**config.mk**
```make
export PLATFORM = sky130hd
export DESIGN_NAME = mrmu_ctrl
export DESIGN_NICKNAME = d
export VERILOG_FILES = /design/src/mrmu_pkg.sv /design/src/mrmu_ctrl.sv
export SDC_FILE = /design/constraint.sdc
export NUM_CORES = 1
export LEC_CHECK = 0
export BUFFER_PORTS_ARGS = -buffer_cell sky130_fd_sc_hd__buf_4
export CORE_AREA = 5 5 42 44
export DETAILED_ROUTE_END_ITERATION = 12
export DIE_AREA = 0 0 47 49
export GPL_ROUTABILITY_DRIVEN = 1
export SLEW_MARGIN = 20
export SYNTH_ARGS = -nofsm -noshare
export SYNTH_HDL_FRONTEND = slang
export SYNTH_SLANG_ARGS = --single-unit
```
**constraint.sdc**
```tcl
create_clock -name clk -period 1.3 [get_ports clk]
set_clock_uncertainty 0.15 [all_clocks]
set_input_delay 0.39 -clock clk [delete_from_list [all_inputs] [get_ports clk]]
set_output_delay 0.39 -clock clk [all_outputs]
set_load 0.05 [all_outputs]
```
**src/mrmu_pkg.sv**
```systemverilog
`timescale 1ns / 1ps

package mrmu_pkg;

  localparam int WORD_COUNT_DEF = 256;
  localparam int DATA_W = 32;
  localparam int ADDR_W = 8;
  localparam int OP_W = 5;

  // Bit positions in the output flag register.
  localparam int FLAG_MO = 0;
  localparam int FLAG_DO = 1;
  localparam int FLAG_ME = 2;
  localparam int FLAG_AO = 3;

  localparam logic [DATA_W-1:0] ALL_ONES = {DATA_W{1'b1}};
  localparam logic [DATA_W-1:0] ADDR_DRIVE_MASK = DATA_W'(8'hFF);

  typedef enum logic [OP_W-1:0] {
    OP_STOP        = 5'd0,
    OP_SET_ADDR    = 5'd1,
    OP_ADDR_OUT    = 5'd2,
    OP_DATA_OUT_ME = 5'd3,
    OP_WR_MASKED   = 5'd4,
    OP_WR_MASKED_I = 5'd5,
    OP_WR_MASKED_D = 5'd6,
    OP_ADDR_INC    = 5'd7,
    OP_ADDR_DEC    = 5'd8,
    OP_LOAD_MASK   = 5'd9,
    OP_MASK_OUT    = 5'd10,
    OP_ME_SET      = 5'd11,
    OP_ME_CLR      = 5'd12,
    OP_DATA_OUT    = 5'd13,
    OP_WR          = 5'd14,
    OP_WR_I        = 5'd15,
    OP_WR_D        = 5'd16,
    OP_RESTORE     = 5'd17
  } op_t;

  typedef enum logic [2:0] {
    ST_IDLE,
    ST_READ,
    ST_EXEC,
    ST_REREAD,
    ST_DONE
  } state_t;

  typedef struct packed {
    logic load;
    logic rd_en;
    logic exec;
  } cmd_t;

endpackage

```
**src/mrmu_ctrl.sv**
```systemverilog
`timescale 1ns / 1ps

module mrmu_ctrl (
  input  logic           clk,
  input  logic           rst,
  input  logic           start,
  output logic           busy,
  output logic           done,
  output mrmu_pkg::cmd_t cmd
);

  mrmu_pkg::state_t state, state_next;
  logic accept;

  always_ff @(posedge clk) begin
    if (rst) begin
      state <= mrmu_pkg::ST_IDLE;
    end else begin
      state <= state_next;
    end
  end

  always_comb begin
    busy       = !((state == mrmu_pkg::ST_IDLE) || (state == mrmu_pkg::ST_DONE));
    accept     = start && !busy;
    done       = 1'b0;
    cmd        = '0;
    cmd.load   = accept;
    state_next = state;
    unique case (state)
      mrmu_pkg::ST_IDLE: begin
        if (accept) state_next = mrmu_pkg::ST_READ;
      end
      mrmu_pkg::ST_READ: begin
        cmd.rd_en  = 1'b1;
        state_next = mrmu_pkg::ST_EXEC;
      end
      mrmu_pkg::ST_EXEC: begin
        cmd.exec   = 1'b1;
        state_next = mrmu_pkg::ST_REREAD;
      end
      mrmu_pkg::ST_REREAD: begin
        cmd.rd_en  = 1'b1;
        state_next = mrmu_pkg::ST_DONE;
      end
      mrmu_pkg::ST_DONE: begin
        // A new command may be taken in the same cycle as the result transfer.
        done       = 1'b1;
        state_next = accept ? mrmu_pkg::ST_READ : mrmu_pkg::ST_IDLE;
      end
      default: state_next = mrmu_pkg::ST_IDLE;
    endcase
  end

endmodule

```
After elaboration in Yosys (flattened, before gate mapping)
Index checks and enable logic that the tools add are counted.

Flip-flop bits (word level): 3. Word-level logic and storage cells: 17. Output and inout bits: 5.

Mux-type cells: 6. Reduce and logical (&&, ||, !) cells: 5. Equal/unequal tests: 5.

Operator list (number): 3-bit case mux with 5 select lines (1); 3-bit by 2-bit == test with 1-bit output (second input constant) (2); 1-bit two-way mux (4); 3-bit by 1-bit == test with 1-bit output (second input constant) (1); 3-bit == test (second input constant) (1); 3-bit logical NOT (1); 3-bit two-way mux (1); 2-bit inequality test (second input constant) (1); 2-bit OR reduction (1); 1-bit logical AND (1); 1-bit logical NOT (1); 1-bit logical OR (1).

Logic depth before layout (Yosys ltp)
Word-level depth: 5. Mapped depth: 3.

Worst setup path before layout
Ideal clock, no wire load.

Path kind: register to output. From: register state[2]. To: output port cmd[0] (netlist name). Required time: 760 ps. Setup slack: -386 ps. Cell stages (with the launch flop): 3. Arrival: 1146 ps. Cell sequence: dfxtp_1 > nand2b_1 > nor2_1.

RTL lines: start: declaration (RTL line mrmu_ctrl.sv:12) `mrmu_pkg::state_t state, state_next;`; start signal: assignment (RTL line mrmu_ctrl.sv:17) `state <= mrmu_pkg::ST_IDLE;`; start signal: assignment (RTL line mrmu_ctrl.sv:19) `state <= state_next;`; end: declaration (RTL line mrmu_ctrl.sv:9) `output mrmu_pkg::cmd_t cmd`.

Final worst setup path
From: register state[0]. To: output port done.

Word-level cells in the longest chain between the ends: 2.

RTL lines: 3-bit == test (RTL line mrmu_ctrl.sv:30) `unique case (state)`; 1-bit two-way mux (RTL line mrmu_ctrl.sv:30); end: declaration (RTL line mrmu_ctrl.sv:8) `output logic done,`.

Every way passes these cells.

==> flow_metrics.py <==
metrics = {
    "global_route": {
        "groute.usage.overall": 0.0500,
        "grt_antenna_before_repair": 0,
        "grt_max_degree": 5,
        "first_global_vias": 158,
        "grt_pass1_wl_um": 690,
        "global_route.overflow_total": 0,
    },
    "synthesis": {
        "synth_compound_area_frac": 0.0781,
        "synth_area_in_adders": 0,
        "synth-seq-area-share": 0.375,
        "area_of_the_mapped_netlist_um2": 160,
        "post_synth_xor_area_fraction": 0.0547,
        "postSynthNetCount": 20,
        "synthMuxAreaShare": 0,
        "synth_top_family_by_area": "simple AND/OR/NAND/NOR gates",
        "synth_cell_type_count": 12,
        "synth_warnings": 0,
        "synthesized_area_per_cell_um2": 9.42,
        "yosys.area_share.simple": 0.398,
        "ys_seq_elements": 3,
        "postSynthCellCount": 17,
    },
    "worst_setup_path": {
        "arr_time_crit_path_ps": 1060,
        "slowest_stage_cell_cp": "sky130_fd_sc_hd__dfxtp_2",
        "critical_path_required_ps": 760,
        "cp.buffers_inverters": 1,
        "worst-r2r-setup-slack_ps": 270,
        "path_type_of_the_worst_setup_path": "register to output port",
        "worstPathMaxFanout": 3,
        "timing.critical_path.max_delay_family": "simple AND/OR/NAND/NOR gates",
        "crit_path_end_kind": "output port",
        "startpoint_type": "register",
        "crit_path_cell_trace": "or2_4 -> nor2_4 -> buf_6",
        "critical_path.max_stage_delay_ps": 320,
    },
    "floorplanning": {
        "die_h_um": 49,
        "die_width_um": 47,
        "num_io_pins": 8,
        "number_of_placement_rows": 14,
        "placeableCoreArea_um2": 1400,
        "die-area_um2": 2300,
        "start_util": 0.114,
    },
    "clock_tree": {
        "cts_tree": "done",
        "cts_buffer_depth": 2,
        "postCtsSetupBuffers": 0,
        "postCtsHoldBufs": 0,
        "h-tree-depth": 1,
        "clock_tree.root_cell": "sky130_fd_sc_hd__clkbuf_4",
        "clock_latency_ps": 240,
        "clk_pin_slew_ps": 40,
        "number_of_buffers_created_by_cts": 3,
        "cts.sink_count": 3,
    },
    "detailed_routing": {
        "detailed_route_via_count": 165,
        "drcViolationCount": 0,
        "detail_route.vias_per_cell": 3.30,
        "detail-route-antenna-nets": 0,
        "drt-pass1-iter-count": 2,
        "initialDrtViolationCount": 1,
        "routed_len_inst_um": 7.40,
        "detail_route.wirelength_um": 370,
    },
    "sta": {
        "fin_crit_ps": 1600,
        "max-slew-margin-rel": 0.891,
        "timing.final.hold_violations": 0,
        "report.final.setup_viol": 5,
        "final_setup_slack_of_the_worst_path_ps": -296,
        "fmax_mhz": 627,
        "rsz0062_at_grt": "true",
        "report.final.slew_viol_count": 0,
        "worst_pin_slew_ps": 162,
        "post-route-period-util": 1.23,
    },
    "flow_run": {
        "max-cap-violations": 0,
    },
    "final_layout": {
        "final_nets": 38,
        "layout.core_utilization": 0.254,
        "biggestRegsByFlops": "state: 3 flops",
        "fraction_of_final_layout_cells_with_drive_strength_greater_than_1": 0.824,
        "area_growth_syn_to_layout_pct": 122,
        "diodes": 0,
        "biggest_register": "state",
        "max_reg_flops": 3,
        "final_cells": 50,
    },
    "placed_design": {
        "gp_congestion": 0.613,
        "placed_cells_incl_taps": 46,
        "port-buffer-count": 7,
    },
    "power": {
        "vdd_ir_drop_max_mv": 0.394,
        "power_density_nw_per_um2": 1530,
        "leakage_nw": 0.154,
    },
    "status": {
        "outcome": "finished, violations left",
        "failed_checks": "setup timing",
    },
    "worst_hold_path": {
        "hold_path.class": "input pin to register",
    },
}
==> routing by layer <==
metal / up-vias / part of all wire / global-route usage
met5: - / 0 / 0
met4: 0 / 0.059 / 0.0691
met3: 2 / 0.16 / 0.0480
met2: 8 / 0.43 / 0.0520
met1: 69 / 0.35 / 0.0439
li1: 86 / - / -
==> placed cells by master (no fill, tap or decap), types with 2 or more instances in the layout <==
cell	count
sky130_fd_sc_hd__dfxtp_2	3
sky130_fd_sc_hd__buf_4	9
sky130_fd_sc_hd__buf_6	4
sky130_fd_sc_hd__inv_1	2
sky130_fd_sc_hd__nor2_4	3
sky130_fd_sc_hd__clkbuf_4	3
==> synth_stat cells <==
library cell | number | area [µm²]
sky130_fd_sc_hd__and2b_2 | 1 | 8.76
sky130_fd_sc_hd__dfxtp_1 | 3 | 60.1
sky130_fd_sc_hd__nor2_1 | 1 | 3.75
sky130_fd_sc_hd__nor3_2 | 1 | 10.0
sky130_fd_sc_hd__xnor2_1 | 1 | 8.76
sky130_fd_sc_hd__nor3b_1 | 1 | 7.51
sky130_fd_sc_hd__nor2_2 | 2 | 12.5
sky130_fd_sc_hd__a211oi_2 | 1 | 12.5
sky130_fd_sc_hd__or2_4 | 1 | 8.76
sky130_fd_sc_hd__nand2b_1 | 2 | 12.5
sky130_fd_sc_hd__inv_1 | 2 | 7.51
sky130_fd_sc_hd__buf_4 | 1 | 7.51
==> stage by stage <==
step                setup slack (ps)  setup TNS [ps]  total power [W]  cell area [µm²]  hold slack, ps
finish                          -296           -1300         0.000543              355             173
global placement               -66.9            -177         0.000343              288             368
detailed placement             -76.1            -188         0.000343              288             373
floorplan                       -172            -496         0.000271              174             277
global route                    -343           -1510         0.000579              355             175
CTS                             -312           -1390         0.000551              347             163
==> kinds of logic (layout without fill, tap and decap cells) <==
group,count (synthesis),in the layout
DFF,3,3
AOI/OAI and AO/OA,1,1
and+or+nand+nor,9,9
buffers and inverters,3,20
xor gates and xnor gates,1,1
==> final cells by class <==
class / instances / area (µm²)
fillers: 169 / 1050
inverters: 2 / 7.51
clock buffers: 4 / 26.3
well taps: 16 / 20.0
multi-input cells: 11 / 110
repair buffers: 14 / 128
flip-flops and latches: 3 / 63.8
==> worst paths after layout <==
kind | startpoint | endpoint | depth (start not counted)
worst max-delay path | state[0]$_SDFFE_PP0P_ | done | 3
worst min-delay path | rst | state[0]$_SDFFE_PP0P_ | 2
worst max register to register | state[1]$_SDFFE_PP0P_ | state[0]$_SDFFE_PP0P_ | 3
worst min register to register | state[2]$_SDFFE_PP0P_ | state[1]$_SDFFE_PP0P_ | 2
==> power by group <==
| part | total (W) | internal, W | switching, W |
|---|---|---|---|
| clock network | 0.000168 | 0.000115 | 0.0000526 |
| logic | 0.000262 | 0.000118 | 0.000145 |
| registers | 0.000113 | 0.000105 | 0.00000731 |
| total | 0.000543 | 0.000338 | 0.000205 |
==> timing repair <==
action / 4_1_cts / 5_1_grt
resized for setup: 7 / 3
endpoints found under the setup margin: 5 / 5
endpoints found under the hold margin: 0 / 0
Note: power is estimated with default switching activity, not from simulation.
